**src/hdl/cfp_pkg.sv**
```systemverilog
`default_nettype none

package cfp_pkg;

  localparam int unsigned ByteW  = 8;
  localparam int unsigned CountW = 16;
  localparam int unsigned BuzDepth = 5;

  localparam logic [ByteW-1:0] START_BYTE = 8'h53;
  localparam logic [ByteW-1:0] POLL_CODE  = 8'h60;
  localparam logic [ByteW-1:0] BUZ_CODE   = 8'h6A;

  localparam logic [CountW-1:0] MIN_FRAME     = 16'd7;
  localparam logic [CountW-1:0] MIN_BUZ_FRAME = 16'd11;
  localparam logic [CountW-1:0] COUNT_MAX     = 16'hFFFF;

  // byte positions inside a frame
  localparam logic [CountW-1:0] POS_ADDR     = 16'd1;
  localparam logic [CountW-1:0] POS_LEN_LO   = 16'd2;
  localparam logic [CountW-1:0] POS_LEN_HI   = 16'd3;
  localparam logic [CountW-1:0] POS_SEQ      = 16'd4;
  localparam logic [CountW-1:0] POS_CMD      = 16'd5;
  localparam logic [CountW-1:0] POS_BUZ_FIRST = 16'd6;
  localparam logic [CountW-1:0] POS_BUZ_LAST  = 16'd10;

  typedef enum logic [0:0] {
    REQ_BYTE = 1'b0,
    REQ_END  = 1'b1
  } req_e;

  typedef enum logic [2:0] {
    ST_POLL      = 3'd0,
    ST_BUZ       = 3'd1,
    ST_SHORT     = 3'd2,
    ST_LEN_BAD   = 3'd3,
    ST_SUM_BAD   = 3'd4,
    ST_UNKNOWN   = 3'd5
  } status_e;

  typedef struct packed {
    logic                           in_frame;
    logic [CountW-1:0]              byte_count;
    logic [ByteW-1:0]               running_sum;
    logic [ByteW-1:0]               addr_byte;
    logic [ByteW-1:0]               length_low;
    logic [ByteW-1:0]               length_high;
    logic [ByteW-1:0]               seq_byte;
    logic [ByteW-1:0]               command_byte;
    logic [BuzDepth-1:0][ByteW-1:0] buzzer_bytes;
  } frame_t;

  typedef struct packed {
    logic [2:0]       status;
    logic [ByteW-1:0] address;
    logic [ByteW-1:0] sequence_res;
    logic [ByteW-1:0] reader_number;
    logic [ByteW-1:0] tone_code;
    logic [ByteW-1:0] on_time;
    logic [ByteW-1:0] off_time;
    logic [ByteW-1:0] repeat_count;
  } result_t;

endpackage

`default_nettype wire

```
**src/hdl/cfp_if.sv**
```systemverilog
`default_nettype none

interface cfp_in_if;
  logic       valid;
  logic       ready;
  logic       req_type;
  logic [7:0] data_byte;

  modport source (output valid, output req_type, output data_byte, input ready);
  modport sink   (input valid, input req_type, input data_byte, output ready);
endinterface

interface cfp_out_if;
  logic       valid;
  logic       ready;
  logic [2:0] status;
  logic [7:0] address;
  logic [7:0] sequence_res;
  logic [7:0] reader_number;
  logic [7:0] tone_code;
  logic [7:0] on_time;
  logic [7:0] off_time;
  logic [7:0] repeat_count;

  modport source (
    output valid, output status, output address, output sequence_res,
    output reader_number, output tone_code, output on_time, output off_time,
    output repeat_count, input ready
  );
  modport sink (
    input valid, input status, input address, input sequence_res,
    input reader_number, input tone_code, input on_time, input off_time,
    input repeat_count, output ready
  );
endinterface

`default_nettype wire

```
**src/hdl/cfp_frame.sv**
```systemverilog
`default_nettype none

module cfp_frame (
  input  wire logic            clk_i,
  input  wire logic            rst_ni,
  input  wire logic            step_i,
  input  wire logic            req_type_i,
  input  wire logic [7:0]      data_byte_i,
  output cfp_pkg::frame_t      frame_o,
  output logic                 close_o
);

  cfp_pkg::frame_t frame_q, frame_d;
  logic            is_start;
  logic [2:0]      buz_idx;

  assign is_start = (data_byte_i == cfp_pkg::START_BYTE);
  assign buz_idx  = 3'(frame_q.byte_count - cfp_pkg::POS_BUZ_FIRST);

  // a frame closes on end of data or on a new start byte
  assign close_o = frame_q.in_frame &&
                   ((req_type_i == cfp_pkg::REQ_END) || is_start);

  always_comb begin
    frame_d = frame_q;
    if (req_type_i == cfp_pkg::REQ_END) begin
      frame_d.in_frame = 1'b0;
    end else if (is_start) begin
      frame_d              = '0;
      frame_d.in_frame     = 1'b1;
      frame_d.byte_count   = 16'd1;
      frame_d.running_sum  = cfp_pkg::START_BYTE;
    end else if (frame_q.in_frame) begin
      unique case (frame_q.byte_count)
        cfp_pkg::POS_ADDR:   frame_d.addr_byte    = data_byte_i;
        cfp_pkg::POS_LEN_LO: frame_d.length_low   = data_byte_i;
        cfp_pkg::POS_LEN_HI: frame_d.length_high  = data_byte_i;
        cfp_pkg::POS_SEQ:    frame_d.seq_byte     = data_byte_i;
        cfp_pkg::POS_CMD:    frame_d.command_byte = data_byte_i;
        default: begin
          if (frame_q.byte_count >= cfp_pkg::POS_BUZ_FIRST &&
              frame_q.byte_count <= cfp_pkg::POS_BUZ_LAST) begin
            frame_d.buzzer_bytes[buz_idx] = data_byte_i;
          end
        end
      endcase
      frame_d.running_sum = frame_q.running_sum + data_byte_i;
      if (frame_q.byte_count != cfp_pkg::COUNT_MAX) begin
        frame_d.byte_count = frame_q.byte_count + 16'd1;
      end
    end
  end

  always_ff @(posedge clk_i or negedge rst_ni) begin
    if (!rst_ni) begin
      frame_q <= '0;
    end else if (step_i) begin
      frame_q <= frame_d;
    end
  end

  assign frame_o = frame_q;

endmodule

`default_nettype wire

```
**src/hdl/cfp_verdict.sv**
```systemverilog
`default_nettype none

module cfp_verdict (
  input  wire cfp_pkg::frame_t  frame_i,
  output cfp_pkg::result_t      result_o
);

  logic [15:0]      len_field;
  cfp_pkg::status_e status;

  assign len_field = {frame_i.length_high, frame_i.length_low};

  always_comb begin
    if (frame_i.byte_count < cfp_pkg::MIN_FRAME) begin
      status = cfp_pkg::ST_SHORT;
    end else if (len_field != frame_i.byte_count) begin
      status = cfp_pkg::ST_LEN_BAD;
    end else if (frame_i.running_sum != 8'd0) begin
      status = cfp_pkg::ST_SUM_BAD;
    end else if (frame_i.command_byte == cfp_pkg::POLL_CODE) begin
      status = cfp_pkg::ST_POLL;
    end else if (frame_i.command_byte == cfp_pkg::BUZ_CODE) begin
      status = (frame_i.byte_count < cfp_pkg::MIN_BUZ_FRAME) ?
               cfp_pkg::ST_SHORT : cfp_pkg::ST_BUZ;
    end else begin
      status = cfp_pkg::ST_UNKNOWN;
    end
  end

  always_comb begin
    result_o              = '0;
    result_o.status       = status;
    result_o.address      = frame_i.addr_byte;
    result_o.sequence_res = frame_i.seq_byte;
    if (status == cfp_pkg::ST_BUZ) begin
      result_o.reader_number = frame_i.buzzer_bytes[0];
      result_o.tone_code     = frame_i.buzzer_bytes[1];
      result_o.on_time       = frame_i.buzzer_bytes[2];
      result_o.off_time      = frame_i.buzzer_bytes[3];
      result_o.repeat_count  = frame_i.buzzer_bytes[4];
    end
  end

endmodule

`default_nettype wire

```
**src/hdl/command_frame_parser_core.sv**
```systemverilog
// channel | dir | payload                                          | handshake
// in_i    | in  | req_type, data_byte                              | valid/ready
// out_o   | out | status, address, sequence_res, buz fields (x5)   | valid/ready
//
// one word per cycle while no closing word waits: input register, then one pass
// of frame update and verdict logic into the result register
// a word that closes no frame moves on even while a result waits
// a closing word waits in the input register until the result register frees
// reset clears the frame state and both valid flags
`default_nettype none

module command_frame_parser_core (
  input  wire logic  clk_i,
  input  wire logic  rst_ni,
  cfp_in_if.sink     in_i,
  cfp_out_if.source  out_o
);

  logic             in_valid_q;
  logic             req_type_q;
  logic [7:0]       data_byte_q;
  logic             out_valid_q;
  cfp_pkg::result_t result_q;

  cfp_pkg::frame_t  frame;
  cfp_pkg::result_t verdict;
  logic             close;
  logic             step;
  logic             out_free;

  assign out_free = !out_valid_q || out_o.ready;
  assign step     = in_valid_q && (!close || out_free);
  assign in_i.ready = !in_valid_q || step;

  cfp_frame u_frame (
    .clk_i       (clk_i),
    .rst_ni      (rst_ni),
    .step_i      (step),
    .req_type_i  (req_type_q),
    .data_byte_i (data_byte_q),
    .frame_o     (frame),
    .close_o     (close)
  );

  cfp_verdict u_verdict (
    .frame_i  (frame),
    .result_o (verdict)
  );

  always_ff @(posedge clk_i or negedge rst_ni) begin
    if (!rst_ni) begin
      in_valid_q <= 1'b0;
    end else if (in_i.ready) begin
      in_valid_q <= in_i.valid;
    end
  end

  always_ff @(posedge clk_i) begin
    if (in_i.valid && in_i.ready) begin
      req_type_q  <= in_i.req_type;
      data_byte_q <= in_i.data_byte;
    end
  end

  always_ff @(posedge clk_i or negedge rst_ni) begin
    if (!rst_ni) begin
      out_valid_q <= 1'b0;
    end else if (step && close) begin
      out_valid_q <= 1'b1;
    end else if (out_o.ready) begin
      out_valid_q <= 1'b0;
    end
  end

  always_ff @(posedge clk_i) begin
    if (step && close) begin
      result_q <= verdict;
    end
  end

  assign out_o.valid         = out_valid_q;
  assign out_o.status        = result_q.status;
  assign out_o.address       = result_q.address;
  assign out_o.sequence_res  = result_q.sequence_res;
  assign out_o.reader_number = result_q.reader_number;
  assign out_o.tone_code     = result_q.tone_code;
  assign out_o.on_time       = result_q.on_time;
  assign out_o.off_time      = result_q.off_time;
  assign out_o.repeat_count  = result_q.repeat_count;

endmodule

`default_nettype wire

```
**src/flat_wrapper.sv**
```systemverilog
// flat-port wrapper written by rule: the top's interface ports become plain ports
module command_frame_parser_core_flat 
  (clk_i, rst_ni, in_i_valid, in_i_req_type, in_i_data_byte, in_i_ready, out_o_valid, out_o_status, out_o_address, out_o_sequence_res, out_o_reader_number, out_o_tone_code, out_o_on_time, out_o_off_time, out_o_repeat_count, out_o_ready);
  cfp_in_if in_i_i ();
  cfp_out_if out_o_i ();
  input  wire logic clk_i;
  input  wire logic rst_ni;
  input wire logic [$bits(in_i_i.valid)-1:0] in_i_valid;
  input wire logic [$bits(in_i_i.req_type)-1:0] in_i_req_type;
  input wire logic [$bits(in_i_i.data_byte)-1:0] in_i_data_byte;
  output wire logic [$bits(in_i_i.ready)-1:0] in_i_ready;
  output wire logic [$bits(out_o_i.valid)-1:0] out_o_valid;
  output wire logic [$bits(out_o_i.status)-1:0] out_o_status;
  output wire logic [$bits(out_o_i.address)-1:0] out_o_address;
  output wire logic [$bits(out_o_i.sequence_res)-1:0] out_o_sequence_res;
  output wire logic [$bits(out_o_i.reader_number)-1:0] out_o_reader_number;
  output wire logic [$bits(out_o_i.tone_code)-1:0] out_o_tone_code;
  output wire logic [$bits(out_o_i.on_time)-1:0] out_o_on_time;
  output wire logic [$bits(out_o_i.off_time)-1:0] out_o_off_time;
  output wire logic [$bits(out_o_i.repeat_count)-1:0] out_o_repeat_count;
  input wire logic [$bits(out_o_i.ready)-1:0] out_o_ready;
  assign in_i_i.valid = in_i_valid;
  assign in_i_i.req_type = in_i_req_type;
  assign in_i_i.data_byte = in_i_data_byte;
  assign in_i_ready = in_i_i.ready;
  assign out_o_valid = out_o_i.valid;
  assign out_o_status = out_o_i.status;
  assign out_o_address = out_o_i.address;
  assign out_o_sequence_res = out_o_i.sequence_res;
  assign out_o_reader_number = out_o_i.reader_number;
  assign out_o_tone_code = out_o_i.tone_code;
  assign out_o_on_time = out_o_i.on_time;
  assign out_o_off_time = out_o_i.off_time;
  assign out_o_repeat_count = out_o_i.repeat_count;
  assign out_o_i.ready = out_o_ready;
  command_frame_parser_core u_core (.clk_i(clk_i), .rst_ni(rst_ni), .in_i(in_i_i), .out_o(out_o_i));
endmodule
```
**config.mk**
```make
export PLATFORM = sky130hd
export DESIGN_NAME = command_frame_parser_core_flat
export DESIGN_NICKNAME = d
export VERILOG_FILES = /design/src/hdl/cfp_pkg.sv /design/src/hdl/cfp_if.sv /design/src/hdl/cfp_frame.sv /design/src/hdl/cfp_verdict.sv /design/src/hdl/command_frame_parser_core.sv /design/src/flat_wrapper.sv
export SDC_FILE = /design/constraint.sdc
export NUM_CORES = 1
export LEC_CHECK = 0
export ABC_AREA = 1
export BUFFER_PORTS_ARGS = -buffer_cell sky130_fd_sc_hd__buf_2
export CAP_MARGIN = 25
export CORE_MARGIN = 2
export CORE_UTILIZATION = 59
export CTS_CLUSTER_DIAMETER = 40
export DETAILED_ROUTE_END_ITERATION = 10
export PLACE_DENSITY = 0.89
export SLEW_MARGIN = 30
export SYNTH_ARGS = -nofsm -noshare
export SYNTH_HDL_FRONTEND = slang
export SYNTH_SLANG_ARGS = --single-unit
```
**constraint.sdc**
```tcl
create_clock -name clk_i -period 5.7 [get_ports clk_i]
set_input_delay 0.57 -clock clk_i [delete_from_list [all_inputs] [get_ports clk_i]]
set_output_delay 0.57 -clock clk_i [all_outputs]
set_load 0.05 [all_outputs]
```
==> metrics <==
Cells after Synth roughly 840; Static Leakage 4.03 nW; clock transition at the registers of the reported paths ~0.060 ns; number of buffers added by the clock tree synthesis step 17; Post-CTS Hold Buffers 0; worst-path fanout max 58; Worst slew margin a little over two fifths; P per Cell Area 365 nW/µm²; pin count of the biggest net entering global routing 65; final core utilization between 60% and 70%; total number of vias just over 6000; post-cts resize count 0; Ant. Diodes 0; core footprint about 13000 µm²; Placed Area ~8500 µm²; final instance area 9070 µm²; Clk Latency, worst-skew pair approximately 0.44 ns; post-route clock skew 0.0140 ns; via count of the first global-routing pass roughly 5900; Syn Area/Cell about 9.7 µm²; data required time of the worst path about 6.0 ns; Synthesized Nets ~860; worst setup slack before clock tree synthesis approximately 2.7 ns; number of buffers added for setup after CTS 0; setup repair after global routing missed its margin no; WHS 0.118 ns; fmax ~320 MHz; die width 121 µm; average vias per placed instance 5.66; die outline height around 120 µm; Syn-to-layout area delta 11.9%; wirelength, routed roughly 18 mm; Final ANT Viol Nets 0; total count of hold-check failures in the final report 0; area of the mapped netlist just over 8000 µm²; post-route clock period utilization between 50% and 60%; count of TritonRoute iterations in the first routing pass 5; worst path arrival time ~3.4 ns; final setup violation count 0; I/O pin total 74; endpoint kind of the worst setup timing path register; per-cell routed wire length 16.6 µm; Core Rows 42; maximum ir drop on the vdd rail ~270 µV; class of the most critical hold timing path in2async; fin nets 925; gpl congestion between 0.8 and 0.9; Setup Total Neg Slack 0 ns; initial antenna violation count 0; effective utilization at floorplan between 60% and 70%; Slew Viols, Final 0; master cell of the clock root buffer sky130_fd_sc_hd__clkbuf_16; post-synthesis sequential element count around 180; DRT iter0 DRCs between 500 and 600; sequential area share after synthesis between 50 and 60%; global-route usage over all layers 26.3%; overflow left after global routing 0; biggest area consumer among synthesized cells sky130_fd_sc_hd__dfrtp_1; HPWL Detailed about 12 mm; wire length of the first global-routing pass around 29 mm; Cell variety after synth 41; CTS sink cnt 175; CTS tree done; max-cap check violation count 0; maximum root-to-sink buffer count 2; Least-Margin Pin Slew ~0.84 ns; number of warnings printed during yosys synthesis 0; outcome completed; Post-route DRC 0; maximum level of the CTS H-tree 4; Startpoint Class register; Worst R2R Path Depth 9; final setup slack of the worst path ~2.6 ns; area share of the largest cell type after synthesis around 33%; area of the die 14700 µm²; category of the most critical setup path reg2reg; cells taking the most area after synthesis sky130_fd_sc_hd__dfrtp_1 33%, sky130_fd_sc_hd__edfxtp_1 25%, sky130_fd_sc_hd__nand2_1 9.0%; final period demand of the worst path roughly 3.1 ns; port bufs 73; share of cells above drive strength 1 15.6%
cells in the final DEF (no fill, tap or decap), drive strengths merged:
cell / count
dfrtp: 107
buf: 79
ha: 11
fa: 1
o21bai: 1
nand3b: 2
edfxtp: 68
inv: 99
xor2: 16
nand2: 202
a31oi: 1
xnor2: 16
a21oi: 10
clkinv: 6
nor3: 53
o22ai: 4
nand3: 30
clkinvlp: 1
nand4: 51
or2: 1
a21o: 1
a31o: 1
nor2: 63
clkbuf: 24
o21ai: 64
o21a: 1
logic make-up after synthesis:
logic type | count (synthesis) | share of synthesized area, %
flip-flops | 175 | 58.2
AND/OR/NAND/NOR | 402 | 23.1
XOR/XNOR | 32 | 3.46
adder cells (fa/ha/maj) | 12 | 1.94
AO/OA/AOI/OAI | 83 | 5.63
buffers and inverters | 132 | 7.62
routing by layer:
metal | GRT usage (%) | wire length (µm)
met1 | 35.2 | 7630
met2 | 42.1 | 8590
met3 | 5.55 | 1280
met4 | 11.1 | 550
met5 | 0 | 0
cell type report:
class,count,area [µm²]
Tap cell,176,220
Timing Repair Buffer,79,420
Clock buffer,24,513
Fill cell,980,4270
Clock inverter,8,51.3
Multi-Input combinational cell,529,2780
Inverter,98,369
Sequential cell,175,4720
power breakdown:
part           internal, W  switching, W  total, W
clock             0.000630      0.000482   0.00111
combinational     0.000225      0.000463  0.000688
sequential         0.00140      0.000113   0.00151
total              0.00226       0.00106   0.00331
sequential cells by signal, summed over array words and instances, names as in the netlist:
register / count
u_core.u_frame.frame_o: 105
u_core.data_byte_q: 8
u_core.out_o.address: 8
u_core.out_o.off_time: 8
u_core.out_o.on_time: 8
u_core.out_o.reader_number: 8
u_core.out_o.repeat_count: 8
u_core.out_o.sequence_res: 8
u_core.out_o.tone_code: 8
u_core.out_o.status: 3
u_core.in_valid_q: 1
u_core.out_o.valid: 1
u_core.req_type_q: 1
cells in the mapped netlist:
cell type / number
sky130_fd_sc_hd__buf_2: 17
sky130_fd_sc_hd__o22ai_2: 2
sky130_fd_sc_hd__inv_1: 90
sky130_fd_sc_hd__nor3_2: 1
sky130_fd_sc_hd__clkbuf_1: 5
sky130_fd_sc_hd__o21ai_1: 26
sky130_fd_sc_hd__fa_1: 1
sky130_fd_sc_hd__nor2_1: 60
sky130_fd_sc_hd__nand2_2: 7
sky130_fd_sc_hd__inv_2: 6
sky130_fd_sc_hd__nor2_4: 1
sky130_fd_sc_hd__buf_12: 2
sky130_fd_sc_hd__o21a_1: 1
sky130_fd_sc_hd__nand3_4: 5
sky130_fd_sc_hd__clkinv_2: 1
sky130_fd_sc_hd__xnor2_1: 16
sky130_fd_sc_hd__nand3b_1: 2
sky130_fd_sc_hd__or2_2: 1
sky130_fd_sc_hd__buf_4: 3
sky130_fd_sc_hd__edfxtp_1: 68
sky130_fd_sc_hd__dfrtp_1: 107
sky130_fd_sc_hd__ha_1: 11
sky130_fd_sc_hd__a21oi_1: 10
sky130_fd_sc_hd__a31oi_1: 1
sky130_fd_sc_hd__o22ai_1: 2
sky130_fd_sc_hd__nor3_1: 52
sky130_fd_sc_hd__nand3_1: 24
sky130_fd_sc_hd__a31o_2: 1
sky130_fd_sc_hd__buf_6: 6
sky130_fd_sc_hd__nand4_1: 50
sky130_fd_sc_hd__buf_8: 1
sky130_fd_sc_hd__o21bai_4: 1
sky130_fd_sc_hd__nor2_2: 2
sky130_fd_sc_hd__a21o_1: 1
sky130_fd_sc_hd__xor2_1: 16
sky130_fd_sc_hd__nand4_4: 1
sky130_fd_sc_hd__o21ai_0: 38
sky130_fd_sc_hd__clkinv_1: 1
sky130_fd_sc_hd__nand3_2: 1
sky130_fd_sc_hd__nand2_1: 194
sky130_fd_sc_hd__nand2_4: 1
critical path, stage by stage, from the launching register on:
cell                       delay [ns]
sky130_fd_sc_hd__edfxtp_1        0.52
sky130_fd_sc_hd__nor2_1          0.29
sky130_fd_sc_hd__nand4_4         0.21
sky130_fd_sc_hd__nand2_1         0.12
sky130_fd_sc_hd__nand2_2         0.06
sky130_fd_sc_hd__nor2_4          0.09
sky130_fd_sc_hd__buf_4           0.56
sky130_fd_sc_hd__nand2_1         0.42
sky130_fd_sc_hd__inv_1           0.54
sky130_fd_sc_hd__o21ai_0         0.15
path summary, 6_finish.rpt:
path                                                end  slack [ns]                       start
max                          u_core.u_frame.frame_o[96]        2.58       u_core.data_byte_q[2]
min                                  u_core.out_o.valid        0.12                      rst_ni
max reg2reg                  u_core.u_frame.frame_o[96]        2.58       u_core.data_byte_q[2]
min reg2reg                u_core.out_o.sequence_res[6]        0.45  u_core.u_frame.frame_o[54]
max in group asynchronous    u_core.u_frame.frame_o[75]        4.35                      rst_ni
min in group clk_i                    u_core.req_type_q        0.30               in_i_req_type
through the flow:
| stage | instances | power, W |
|---|---|---|
| after floorplan | 836 | 0.00204 |
| after global placement | 1056 | 0.00218 |
| after detailed placement | 1056 | 0.00220 |
| after CTS | 1088 | 0.00329 |
| after global routing | 1089 | 0.00346 |
| final | 1089 | 0.00331 |
No activity file was read; power rests on OpenSTA's default activity.
